<file path="config.mk">
export PLATFORM = sky130hd
export DESIGN_NAME = bounded_ordered_list_engine
export DESIGN_NICKNAME = d
export VERILOG_FILES = /design/src/rtl/bole_pkg.sv /design/src/rtl/bole_cell.sv /design/src/rtl/bole_ctrl.sv /design/src/rtl/bounded_ordered_list_engine.sv
export VERILOG_INCLUDE_DIRS = /design/src /design/src/rtl
export SDC_FILE = /design/constraint.sdc
export NUM_CORES = 1
export LEC_CHECK = 0
export ABC_CLOCK_PERIOD_IN_PS = 8200
export BUFFER_PORTS_ARGS = -buffer_cell sky130_fd_sc_hd__buf_2
export CORE_MARGIN = 2
export CORE_UTILIZATION = 25
export DETAILED_ROUTE_END_ITERATION = 10
export HOLD_SLACK_MARGIN = 0.1
export PLACE_DENSITY = 0.48
export SYNTH_ARGS = -nofsm -noshare
export SYNTH_HDL_FRONTEND = slang
export SYNTH_SLANG_ARGS = --single-unit
</file>
<file path="constraint.sdc">
create_clock -name clk -period 8.2 [get_ports clk]
set_input_delay 0.82 -clock clk [delete_from_list [all_inputs] [get_ports clk]]
set_output_delay 0.82 -clock clk [all_outputs]
set_load 0.005 [all_outputs]
</file>
<file path="src/rtl/bounded_ordered_list_engine_assert.svh">
// Assertion macros used by the list engine controller.
`ifndef BOUNDED_ORDERED_LIST_ENGINE_ASSERT_SVH
`define BOUNDED_ORDERED_LIST_ENGINE_ASSERT_SVH

// The consequent must hold in the same cycle as the antecedent.
`define BOLE_ASSERT_NOW(lbl, clk, rst_n, ante, cons, msg) \
  lbl: assert property (@(posedge clk) disable iff (!rst_n) (ante) |-> (cons)) \
    else $error(msg);

// The consequent must hold in the cycle after the antecedent.
`define BOLE_ASSERT_NEXT(lbl, clk, rst_n, ante, cons, msg) \
  lbl: assert property (@(posedge clk) disable iff (!rst_n) (ante) |=> (cons)) \
    else $error(msg);

`endif

</file>
<file path="src/rtl/bole_pkg.sv">
package bole_pkg;

  // Sizes of the list and of the request and result fields.
  localparam int CAPACITY = 16;
  localparam int CNT_W    = $clog2(CAPACITY + 1);
  localparam int DATA_W   = 32;
  localparam int OP_W     = 3;
  localparam int POS_W    = 8;
  localparam int STAT_W   = 3;
  localparam int LEN_W    = 5;

  // Operation codes of a request.
  typedef enum logic [OP_W-1:0] {
    OP_INS_FRONT = 3'd0,
    OP_INS_END   = 3'd1,
    OP_INS_POS   = 3'd2,
    OP_DEL_FRONT = 3'd3,
    OP_DEL_END   = 3'd4,
    OP_DEL_POS   = 3'd5,
    OP_DISPLAY   = 3'd6
  } op_t;

  // Status codes of a result.
  typedef enum logic [STAT_W-1:0] {
    ST_OK     = 3'd0,
    ST_EMPTY  = 3'd1,
    ST_FULL   = 3'd2,
    ST_BADPOS = 3'd3,
    ST_RANGE  = 3'd4
  } status_t;

  // What one cell loads at the next edge.
  typedef enum logic [2:0] {
    CELL_HOLD,
    CELL_LOAD,
    CELL_LEFT,
    CELL_RIGHT,
    CELL_HEAD
  } cell_sel_t;

  // Controller states.
  typedef enum logic {
    S_IDLE,
    S_DISP
  } state_t;

  // Per-cell selects and the broadcast insert value.
  typedef struct packed {
    cell_sel_t [CAPACITY-1:0] sel;
    logic [DATA_W-1:0]        value;
  } chain_ctl_t;

endpackage

</file>
<file path="src/rtl/bole_cell.sv">
module bole_cell
  import bole_pkg::*;
(
  input  logic              clk,
  input  cell_sel_t         sel,
  input  logic [DATA_W-1:0] ins_value,
  input  logic [DATA_W-1:0] left_value,
  input  logic [DATA_W-1:0] right_value,
  input  logic [DATA_W-1:0] head_value,
  output logic [DATA_W-1:0] value_o
);

  logic [DATA_W-1:0] value_r;
  logic [DATA_W-1:0] value_nxt;

  // Pick the new entry: keep it, take the insert value, a neighbor's, or the head cell's.
  always_comb begin
    case (sel)
      CELL_HOLD:  value_nxt = value_r;
      CELL_LOAD:  value_nxt = ins_value;
      CELL_LEFT:  value_nxt = left_value;
      CELL_RIGHT: value_nxt = right_value;
      CELL_HEAD:  value_nxt = head_value;
      default:    value_nxt = value_r;
    endcase
  end

  // Entry storage; contents are only read after being written.
  always_ff @(posedge clk) begin
    value_r <= value_nxt;
  end

  assign value_o = value_r;

endmodule

</file>
<file path="src/rtl/bole_ctrl.sv">
module bole_ctrl
  import bole_pkg::*;
(
  input  logic              clk,
  input  logic              rst_n,
  input  logic              start,
  input  logic [OP_W-1:0]   op,
  input  logic [DATA_W-1:0] ins_value,
  input  logic [POS_W-1:0]  position,
  input  logic [DATA_W-1:0] head_value,
  output logic              busy,
  output chain_ctl_t        chain_ctl,
  output logic              out_valid,
  output logic [STAT_W-1:0] out_status,
  output logic [DATA_W-1:0] out_entry_value,
  output logic              out_final_item,
  output logic [LEN_W-1:0]  out_length
);

`include "bounded_ordered_list_engine_assert.svh"

  state_t            state_r, state_nxt;
  logic [CNT_W-1:0]  count_r, count_nxt;
  logic [CNT_W-1:0]  disp_cnt_r, disp_cnt_nxt;
  logic              valid_r, valid_nxt;
  status_t           status_r, status_nxt;
  logic [DATA_W-1:0] entry_r, entry_nxt;
  logic              final_r, final_nxt;

  op_t               op_dec;
  logic [POS_W:0]    pos_ext;
  logic [POS_W:0]    cnt_ext;
  logic              list_full;
  logic              list_empty;
  logic              do_ins;
  logic              do_del;
  logic [CNT_W-1:0]  idx;
  status_t           upd_status;
  logic              disp_last;

  assign op_dec     = op_t'(op);
  assign pos_ext    = {1'b0, position};
  assign cnt_ext    = (POS_W + 1)'(count_r);
  assign list_full  = (count_r >= CNT_W'(CAPACITY));
  assign list_empty = (count_r == '0);
  assign disp_last  = (disp_cnt_r == count_r - CNT_W'(1));
  assign busy       = (state_r == S_DISP);

  // Decode an update request into its status and the place it touches.
  always_comb begin
    do_ins     = 1'b0;
    do_del     = 1'b0;
    idx        = '0;
    upd_status = ST_OK;
    case (op_dec)
      OP_INS_FRONT: begin
        if (list_full) upd_status = ST_FULL;
        else           do_ins     = 1'b1;
      end
      OP_INS_END: begin
        idx = count_r;
        if (list_full) upd_status = ST_FULL;
        else           do_ins     = 1'b1;
      end
      OP_INS_POS: begin
        if (pos_ext == (POS_W + 1)'(1)) begin
          if (list_full) upd_status = ST_FULL;
          else           do_ins     = 1'b1;
        end else if (pos_ext == '0) begin
          upd_status = ST_BADPOS;
        end else if (list_empty) begin
          upd_status = ST_RANGE;
        end else if (list_full) begin
          upd_status = ST_FULL;
        end else if (pos_ext > cnt_ext + (POS_W + 1)'(1)) begin
          upd_status = ST_RANGE;
        end else begin
          idx    = CNT_W'(pos_ext - (POS_W + 1)'(1));
          do_ins = 1'b1;
        end
      end
      OP_DEL_FRONT: begin
        if (list_empty) upd_status = ST_EMPTY;
        else            do_del     = 1'b1;
      end
      OP_DEL_END: begin
        idx = count_r - CNT_W'(1);
        if (list_empty) upd_status = ST_EMPTY;
        else            do_del     = 1'b1;
      end
      OP_DEL_POS: begin
        if (list_empty) begin
          upd_status = ST_EMPTY;
        end else if (pos_ext == '0) begin
          upd_status = ST_BADPOS;
        end else if (pos_ext > cnt_ext) begin
          upd_status = ST_RANGE;
        end else begin
          idx    = CNT_W'(pos_ext - (POS_W + 1)'(1));
          do_del = 1'b1;
        end
      end
      default: begin
        upd_status = ST_OK;
      end
    endcase
  end

  // Next state.
  always_comb begin
    state_nxt = state_r;
    case (state_r)
      S_IDLE: begin
        if (start && op_dec == OP_DISPLAY && !list_empty) state_nxt = S_DISP;
      end
      S_DISP: begin
        if (disp_last) state_nxt = S_IDLE;
      end
      default: state_nxt = S_IDLE;
    endcase
  end

  // Cell selects, count update and the next result.
  always_comb begin
    chain_ctl.value = ins_value;
    for (int i = 0; i < CAPACITY; i++) begin
      chain_ctl.sel[i] = CELL_HOLD;
    end
    count_nxt    = count_r;
    disp_cnt_nxt = disp_cnt_r;
    valid_nxt    = 1'b0;
    status_nxt   = ST_OK;
    entry_nxt    = '0;
    final_nxt    = 1'b1;
    case (state_r)
      S_IDLE: begin
        if (start) begin
          valid_nxt = 1'b1;
          if (op_dec == OP_DISPLAY) begin
            if (list_empty) begin
              status_nxt = ST_EMPTY;
            end else begin
              valid_nxt    = 1'b0;
              disp_cnt_nxt = '0;
            end
          end else begin
            status_nxt = upd_status;
            // Insert: cells past the slot shift right, the slot loads the value.
            if (do_ins) begin
              count_nxt = count_r + CNT_W'(1);
              for (int i = 0; i < CAPACITY; i++) begin
                if (CNT_W'(i) == idx)     chain_ctl.sel[i] = CELL_LOAD;
                else if (CNT_W'(i) > idx) chain_ctl.sel[i] = CELL_LEFT;
              end
            end
            // Delete: cells from the slot on take their right neighbor.
            if (do_del) begin
              count_nxt = count_r - CNT_W'(1);
              for (int i = 0; i < CAPACITY; i++) begin
                if (CNT_W'(i) >= idx) chain_ctl.sel[i] = CELL_RIGHT;
              end
            end
          end
        end
      end
      S_DISP: begin
        // Stream the head and rotate the occupied cells by one.
        valid_nxt    = 1'b1;
        entry_nxt    = head_value;
        final_nxt    = disp_last;
        disp_cnt_nxt = disp_cnt_r + CNT_W'(1);
        for (int i = 0; i < CAPACITY; i++) begin
          if (CNT_W'(i) == count_r - CNT_W'(1))    chain_ctl.sel[i] = CELL_HEAD;
          else if (CNT_W'(i) < count_r - CNT_W'(1)) chain_ctl.sel[i] = CELL_RIGHT;
        end
      end
      default: begin
        valid_nxt = 1'b0;
      end
    endcase
  end

  // Control registers.
  always_ff @(posedge clk) begin
    if (!rst_n) begin
      state_r    <= S_IDLE;
      count_r    <= '0;
      disp_cnt_r <= '0;
      valid_r    <= 1'b0;
    end else begin
      state_r    <= state_nxt;
      count_r    <= count_nxt;
      disp_cnt_r <= disp_cnt_nxt;
      valid_r    <= valid_nxt;
    end
  end

  // Result payload registers.
  always_ff @(posedge clk) begin
    status_r <= status_nxt;
    entry_r  <= entry_nxt;
    final_r  <= final_nxt;
  end

  assign out_valid       = valid_r;
  assign out_status      = status_r;
  assign out_entry_value = entry_r;
  assign out_final_item  = final_r;
  assign out_length      = LEN_W'(count_r);

  // The count never passes the capacity.
  `BOLE_ASSERT_NOW(a_count_bound, clk, rst_n, 1'b1, count_r <= CNT_W'(CAPACITY),
    "entry count above capacity")
  // A display walk never changes the count.
  `BOLE_ASSERT_NEXT(a_disp_count, clk, rst_n, state_r == S_DISP,
    count_r == $past(count_r), "count changed during display")
  // The display index stays inside the occupied cells.
  `BOLE_ASSERT_NOW(a_disp_idx, clk, rst_n, state_r == S_DISP,
    disp_cnt_r < count_r, "display index beyond count")
  // Any accepted update request answers in the next cycle.
  `BOLE_ASSERT_NEXT(a_upd_answer, clk, rst_n,
    start && state_r == S_IDLE && op_dec != OP_DISPLAY,
    valid_r && final_r, "update request without a single result")

endmodule

</file>
<file path="src/rtl/bounded_ordered_list_engine.sv">
// Channel   Ports                                              Flow
// request   start, busy, in_operation, in_value, in_position   taken when start && !busy
// result    out_valid, out_status, out_entry_value,            one-cycle strobe
//           out_final_item, out_length
//
// An insert or delete moves the whole row of cells together; its status is
// registered and appears in the cycle after the request is taken, and a new
// request may follow at once. A display keeps busy high while the occupied
// cells rotate past the head cell, giving one entry per cycle.
// Reset is synchronous and empties the list; cell contents are not cleared.
// The result side cannot stall, so no result ever waits.
module bounded_ordered_list_engine
  import bole_pkg::*;
(
  input  logic              clk,
  input  logic              rst_n,
  input  logic              start,
  output logic              busy,
  input  logic [OP_W-1:0]   in_operation,
  input  logic [DATA_W-1:0] in_value,
  input  logic [POS_W-1:0]  in_position,
  output logic              out_valid,
  output logic [STAT_W-1:0] out_status,
  output logic [DATA_W-1:0] out_entry_value,
  output logic              out_final_item,
  output logic [LEN_W-1:0]  out_length
);

  chain_ctl_t        chain_ctl;
  logic [DATA_W-1:0] cell_value [CAPACITY];

  // Sequencer: decodes requests, steers the cells and forms results.
  bole_ctrl u_ctrl (
    .clk             (clk),
    .rst_n           (rst_n),
    .start           (start),
    .op              (in_operation),
    .ins_value       (in_value),
    .position        (in_position),
    .head_value      (cell_value[0]),
    .busy            (busy),
    .chain_ctl       (chain_ctl),
    .out_valid       (out_valid),
    .out_status      (out_status),
    .out_entry_value (out_entry_value),
    .out_final_item  (out_final_item),
    .out_length      (out_length)
  );

  // Row of cells; the ends see their own value as the missing neighbor.
  for (genvar g = 0; g < CAPACITY; g++) begin : g_cell
    bole_cell u_cell (
      .clk         (clk),
      .sel         (chain_ctl.sel[g]),
      .ins_value   (chain_ctl.value),
      .left_value  (cell_value[(g == 0) ? 0 : g - 1]),
      .right_value (cell_value[(g == CAPACITY - 1) ? g : g + 1]),
      .head_value  (cell_value[0]),
      .value_o     (cell_value[g])
    );
  end

endmodule
</file>
# After elaboration in Yosys (flattened, before gate mapping)
# Cells that the tools add are included.
# totals
reg_bits,560
inputBits,46
out_inout_bits,43
wordCells,362
# classes
add_sub_neg,5
order_cmp,51
n_eq_ne,102
n_mux,147
n_bitwise,3
n_reduce_logical,31
# op_table
cell,count
32-bit case mux with 4 select lines,13
48-bit 2-to-1 mux,4
32-bit case mux with 3 select lines,2
3-bit 2-to-1 mux,57
3-bit by 2-bit == test with 1-bit output (second input constant),32
48-bit case mux with 2 select lines,1
4-bit by 5-bit == test with 1-bit output (first input constant),16
2-bit 2-to-1 mux,33
5-bit 2-to-1 mux,13
32-bit case mux with 2 select lines,1
3-bit == test (second input constant),18
4-bit nonzero test,13
3-bit by 1-bit == test with 1-bit output (second input constant),17
3-bit by 5-bit == test with 1-bit output (first input constant),8
4-bit by 5-bit greater-or-equal comparator with 1-bit output (first input constant),8
4-bit by 5-bit > comparator with 1-bit output (first input constant),8
4-bit by 5-bit < comparator with 1-bit output (first input constant),8
2-bit by 5-bit == test with 1-bit output (first input constant),4
3-bit by 5-bit greater-or-equal comparator with 1-bit output (first input constant),4
3-bit by 5-bit > comparator with 1-bit output (first input constant),4
3-bit by 5-bit < comparator with 1-bit output (first input constant),4
5-bit case mux with 4 select lines,1
1-bit 2-to-1 mux,16
5-bit zero test,3
other kinds (30),51

# Logic depth before layout (Yosys ltp)
# logic_depth
word_depth,20
mapped_depth,19
ltp_nobuf,13

# By module
# Synthesis repeated with hierarchy kept, for this count alone.
# hier_totals
hier_cells,2866
hier_area_um2,34324.2
# modules_own_cells
module,instances,cells_each,area_per_inst_um2,seq_area_each_um2
bole_cell,16,147,1905.6,960.9
bole_ctrl,1,514,3834.9,960.9

# Worst setup path before layout
# OpenSTA, ideal clock, no wires.
# synth_timing
path_type,register -> register
start,register u_ctrl.count_r[0] (netlist: u_ctrl.out_length[0])
end,register g_cell[0].u_cell.value_r[10] (data pin)
setup_time_ps,260
t_arrival_ps,6661
required_time_ps,7940
path_slack_ps,1279
stages_incl_launch_ff,18
n_path_buf,4
period_less_slack_ps,6921
cell_sequence,dfxtp_1 clkbuf_1 inv_1 ha_1 clkbuf_1 inv_1 ha_1 nand2b_1 a2111oi_1 o21ai_1 a31o_1 buf_6 a21oi_1 nand2_1 o21ai_0 o21a_4 buf_12 mux2_4
# synth_between
elab_chain_len,19
word_cells_on_any_way,45
cone_classes,add/sub: 2; order compare: 6; eq/ne: 2; mux: 32; reduce/logical: 3
# synth_rtl
element,line,text
"start, declared",bole_ctrl.sv:23,"logic [CNT_W-1:0] count_r, count_nxt;"
"start signal, assigned",bole_ctrl.sv:192,count_r <= count_nxt;
5-bit by 1-bit adder with 6-bit output,bole_ctrl.sv:75,end else if (pos_ext > cnt_ext + (POS_W + 1)'(1)) begin
8-bit by 6-bit > comparator with 1-bit output,bole_ctrl.sv:75,
5-bit 2-to-1 mux,bole_ctrl.sv:75,
5-bit 2-to-1 mux,bole_ctrl.sv:73,end else if (list_full) begin
5-bit 2-to-1 mux,bole_ctrl.sv:71,end else if (list_empty) begin
5-bit 2-to-1 mux,bole_ctrl.sv:69,end else if (pos_ext == '0) begin
5-bit 2-to-1 mux,bole_ctrl.sv:66,if (pos_ext == (POS_W + 1)'(1)) begin
5-bit case mux with 4 select lines,bole_ctrl.sv:55,case (op_dec)
(+4 left out),-,
3-bit 2-to-1 mux,bole_ctrl.sv:160,if (CNT_W'(i) >= idx) chain_ctl.sel[i] = CELL_RIGHT;
48-bit 2-to-1 mux,bole_ctrl.sv:157,if (do_del) begin
48-bit 2-to-1 mux,bole_ctrl.sv:139,if (op_dec == OP_DISPLAY) begin
48-bit 2-to-1 mux,bole_ctrl.sv:137,if (start) begin
48-bit case mux with 2 select lines *,bole_ctrl.sv:135,case (state_r)
3-bit by 2-bit == test with 1-bit output or 3-bit by 1-bit == test with 1-bit output (tied branches),bole_cell.sv:18,case (sel)
32-bit case mux with 2 select lines *,bole_cell.sv:18,
named net g_cell[0].u_cell.value_nxt[10],bole_cell.sv:14,logic [DATA_W-1:0] value_nxt;
"end signal, assigned",bole_cell.sv:30,value_r <= value_nxt;
"end, declared",bole_cell.sv:13,logic [DATA_W-1:0] value_r;
# Mark *: on every way through the listed nets, which the timed path passes. The rest lies on a longest branch.
# A chain may end at the register's enable or synchronous reset.

# Worst setup path after layout
# layout_timing
start,register u_ctrl.count_r[0] (netlist: u_ctrl.out_length[0])
end,"register g_cell[9].u_cell.value_r[27], enable pin"
# layout_between
elab_chain_len,19
word_cells_on_any_way,47
cone_classes,add/sub: 2; order compare: 6; eq/ne: 6; mux: 31; reduce/logical: 2
# layout_rtl
element,line,text
5-bit by 1-bit adder with 6-bit output,bole_ctrl.sv:75,
8-bit by 6-bit > comparator with 1-bit output,bole_ctrl.sv:75,
5-bit 2-to-1 mux,bole_ctrl.sv:75,
5-bit 2-to-1 mux,bole_ctrl.sv:73,
5-bit 2-to-1 mux,bole_ctrl.sv:71,
5-bit 2-to-1 mux,bole_ctrl.sv:69,
5-bit 2-to-1 mux,bole_ctrl.sv:66,
5-bit case mux with 4 select lines,bole_ctrl.sv:55,
(+3 left out),-,
48-bit 2-to-1 mux,bole_ctrl.sv:149,if (do_ins) begin
3-bit 2-to-1 mux,bole_ctrl.sv:160,
48-bit 2-to-1 mux,bole_ctrl.sv:157,
48-bit 2-to-1 mux,bole_ctrl.sv:139,
48-bit 2-to-1 mux,bole_ctrl.sv:137,
48-bit case mux with 2 select lines *,bole_ctrl.sv:135,
3-bit by 1-bit == test with 1-bit output (tied with other cells),bole_cell.sv:18,
4-bit nonzero test (no source line) *,-,
"end signal, assigned",bole_cell.sv:30,
"end, declared",bole_cell.sv:13,
# Every way passes the cells marked *; elsewhere a longest branch is shown, timed or not.

==> results.cfg <==
[global_route]
grt_usage_pct = 21.6
grt_max_degree = 65
grt_overflow = 0
grt_pass1_wl_mm = 197
grt_pass1_vias = 26000
antenna_found_initial = 16

[detailed_routing]
postRouteAntennaNets = 0
route.met2.wl_mm = 62.5
via_count = 27000
drt-vias-per-instance = 6.07
drt-initial-drc-count = 4688
firstDrtPassIters = 11
wl_met3_mm = 16.8
drcViolationCount = 0
wire_per_inst_um = 31.7
highest_layer = met5
wl_met1_mm = 55.1
wirelength_mm = 141

[power]
p_total_w = 0.00742
clkPwrFrac_pct = 41.5
power.leakage_nw = 11.0
powerDensity_mw_per_mm2 = 212
pwr-share-comb_pct = 12.1
seq_power_share_pct = 46.4
p_switching_w = 0.00208
switching_share_pct = 28.0
p_int_w = 0.00535
peakVddDrop_v = 0.000141

[floorplan]
die_y_um = 354
start_util_pct = 25.2
fp-row-count = 128
io_pins = 89
core_area_mm2 = 0.122
die_area_mm2 = 0.125
die_width_um = 354

[sta]
worstMarginPinSlew_ns = 1.35
clock_skew_ns = 0.0274
hold_viol = 0
hold_slack_ns = 0.509
maxSlewViolCount = 0
final-setup-viol-count = 0
slew_headroom_pct = 9.90
finalSetupTns_ns = 0
clock.fmax_ghz = 0.147
fin_crit_sh_pct = 82.9
finalCriticalPeriod_ns = 6.79
grt_setup_unrepaired = false

[layout]
fin_util_pct = 28.8
fillers = 12700
design_area_mm2 = 0.0350
areaGrowthSynthToFinish_pct = 14.2
most-common-layout-cells = edfxtp_1, nand2_1, nor2_1
drive_above_1_share_pct = 14.1
nets = 2832
final_common_cell = edfxtp_1

[yosys]
synthFlopType = edfxtp_1
synth.distinct_cells = 91
synth_edf_count = 512
syn_area_mm2 = 0.0307
synth-seq-cells = 560
yosysTopAreaCellShare_pct = 50.1
synth-async-reset-ratio_pct = 0
yosys_warnings = 0
yosys.area.top_type = edfxtp_1
syn_avg_cell_area_um2 = 10.8
synthTopCellsByArea = edfxtp_1, a222oi_1, dfxtp_1
ys_seq_area_share_pct = 53.3
synthCells = 2838
synth_fp_nets = 2904

[critical_path]
crit_fanout = 35
required_ns = 8.52
critPathLaunchType = flop
crit_chain = inv_1 -> ha_1 -> inv_1 -> ha_1 -> nand2b_1 -> a2111oi_1 -> nor4_1 -> o21ai_1 -> a21o_1 -> nor2_4 -> buf_4 -> or4_2 -> o21bai_4 -> buf_4
slowest_delay_ns = 1.10
setup.worst_path.class = flop to flop
crit_arrival_ns = 7.12
cp-end-kind = flop
critPathSlowestCell = or4_2

[clocking]
clk_path_buf_depth = 3
holdBufCountCts = 0
cts_resized = 0
clock_latency_ns = 0.65
clk_pin_slew_ns = 0.06
cts_inserted_buffers = 72
htreeDepth = 3
root_buffer = clkbuf_16
post_cts_buffers = 0
cts_tree = yes
cts.sinks = 560

[placement]
numPortBuffers = 88
routabilityCongestion = 0.857
placed_area_mm2 = 0.0328
hpwl_mm = 80.9

[status]
status = completed

[run]
cap_violations = 0

[worst_hold_path]
hp-class = input pin to flop
[critical path: cells and delay by family, from the launching register on]
| family | cells | cell delay, ns |
|---|---|---|
| AOI/OAI and AO/OA | 4 | 2.29 |
| and+or+nand+nor | 4 | 1.39 |
| buffers and inverters | 4 | 1.10 |
| adders and majority gates | 2 | 0.94 |
| DFF | 1 | 0.71 |
[sequential cells by signal, summed over array words and instances, names as in the netlist]
register	count
u_ctrl.busy	1
u_ctrl.out_status	3
u_ctrl.disp_cnt_r	5
g_cell.u_cell.value_o	512
u_ctrl.out_length	5
u_ctrl.out_entry_value	32
u_ctrl.out_valid	1
u_ctrl.out_final_item	1
[synthesized netlist by cell type (all sizes together) (17+ instances only)]
library cell / count
mux2i: 44
clkbuf: 217
o211ai: 72
o21a: 42
nand3: 49
ha: 20
inv: 97
dfxtp: 48
mux2: 35
o221ai: 34
nor3: 76
a222oi: 222
nand2: 238
a221o: 80
a211oi: 34
edfxtp: 512
and2: 46
a2bb2oi: 19
a22o: 29
o21ai: 171
nor2: 246
a22oi: 103
a21oi: 118
a32oi: 17
buf: 99
a31oi: 43
[metal layers]
layer / global-route usage [%] / up-vias
li1: - / 11200
met1: 27.7 / 13500
met2: 33.5 / 1890
met3: 6.52 / 382
met4: 9.95 / 10
met5: 0 / -
[final timing paths]
kind | startpoint | end | slack (ns) | cells after the start
worst max-delay path | u_ctrl.out_length[0]$_SDFFE_PN0P_ | g_cell[9].u_cell.value_o[27]$_DFFE_PP_ | 1.41 | 14
worst min-delay path | start | u_ctrl.out_valid$_SDFF_PN0_ | 0.51 | 3
worst max register to register | u_ctrl.out_length[0]$_SDFFE_PN0P_ | g_cell[9].u_cell.value_o[27]$_DFFE_PP_ | 1.41 | 14
worst min register to register | g_cell[15].u_cell.value_o[20]$_DFFE_PP_ | g_cell[14].u_cell.value_o[20]$_DFFE_PP_ | 0.55 | 1
[stage by stage]
stage	setup WS (ns)	instances
after global routing	1.10	4448
final	1.41	4451
after CTS	1.43	4448
after detailed placement	1.47	4317
after global placement	1.66	4317
after floorplan	1.28	2838
[cell type report]
cell class	count	area [um^2]	share of cell area, %
sequential	560	16300	46.7
inverter	97	364	1.04
clock buffer	102	1960	5.58
multi-input combinational	1865	13000	37.2
tap	1625	2030	5.81
antenna	3	7.51	0.0214
timing repair buffer	170	1060	3.02
clock inverter	29	249	0.711
[cells by family (layout without fill, tap and decap cells)]
kind of cell               Yosys count  count (layout)  share of synthesized area [%]
adders and majority gates           21              21                          0.849
buffers and inverters              413             398                           5.70
AOI/OAI and AO/OA                 1028            1028                           26.0
other                                0               3                              0
muxes                               79              79                           3.09
and+or+nand+nor                    717             717                           10.5
xor gates and xnor gates            20              20                          0.571
DFF                                560             560                           53.3
[power groups by stage]
| stage | logic, W | clock network [W] | registers (W) |
|---|---|---|---|
| after CTS | 0.000871 | 0.00313 | 0.00344 |
| after global routing | 0.000944 | 0.00324 | 0.00346 |
| after global placement | 0.000858 | 0 | 0.00350 |
| final | 0.000896 | 0.00308 | 0.00344 |
| after floorplan | 0.000555 | 0 | 0.00345 |
| after detailed placement | 0.000869 | 0 | 0.00350 |
Note: power is estimated with default switching activity, not from simulation.
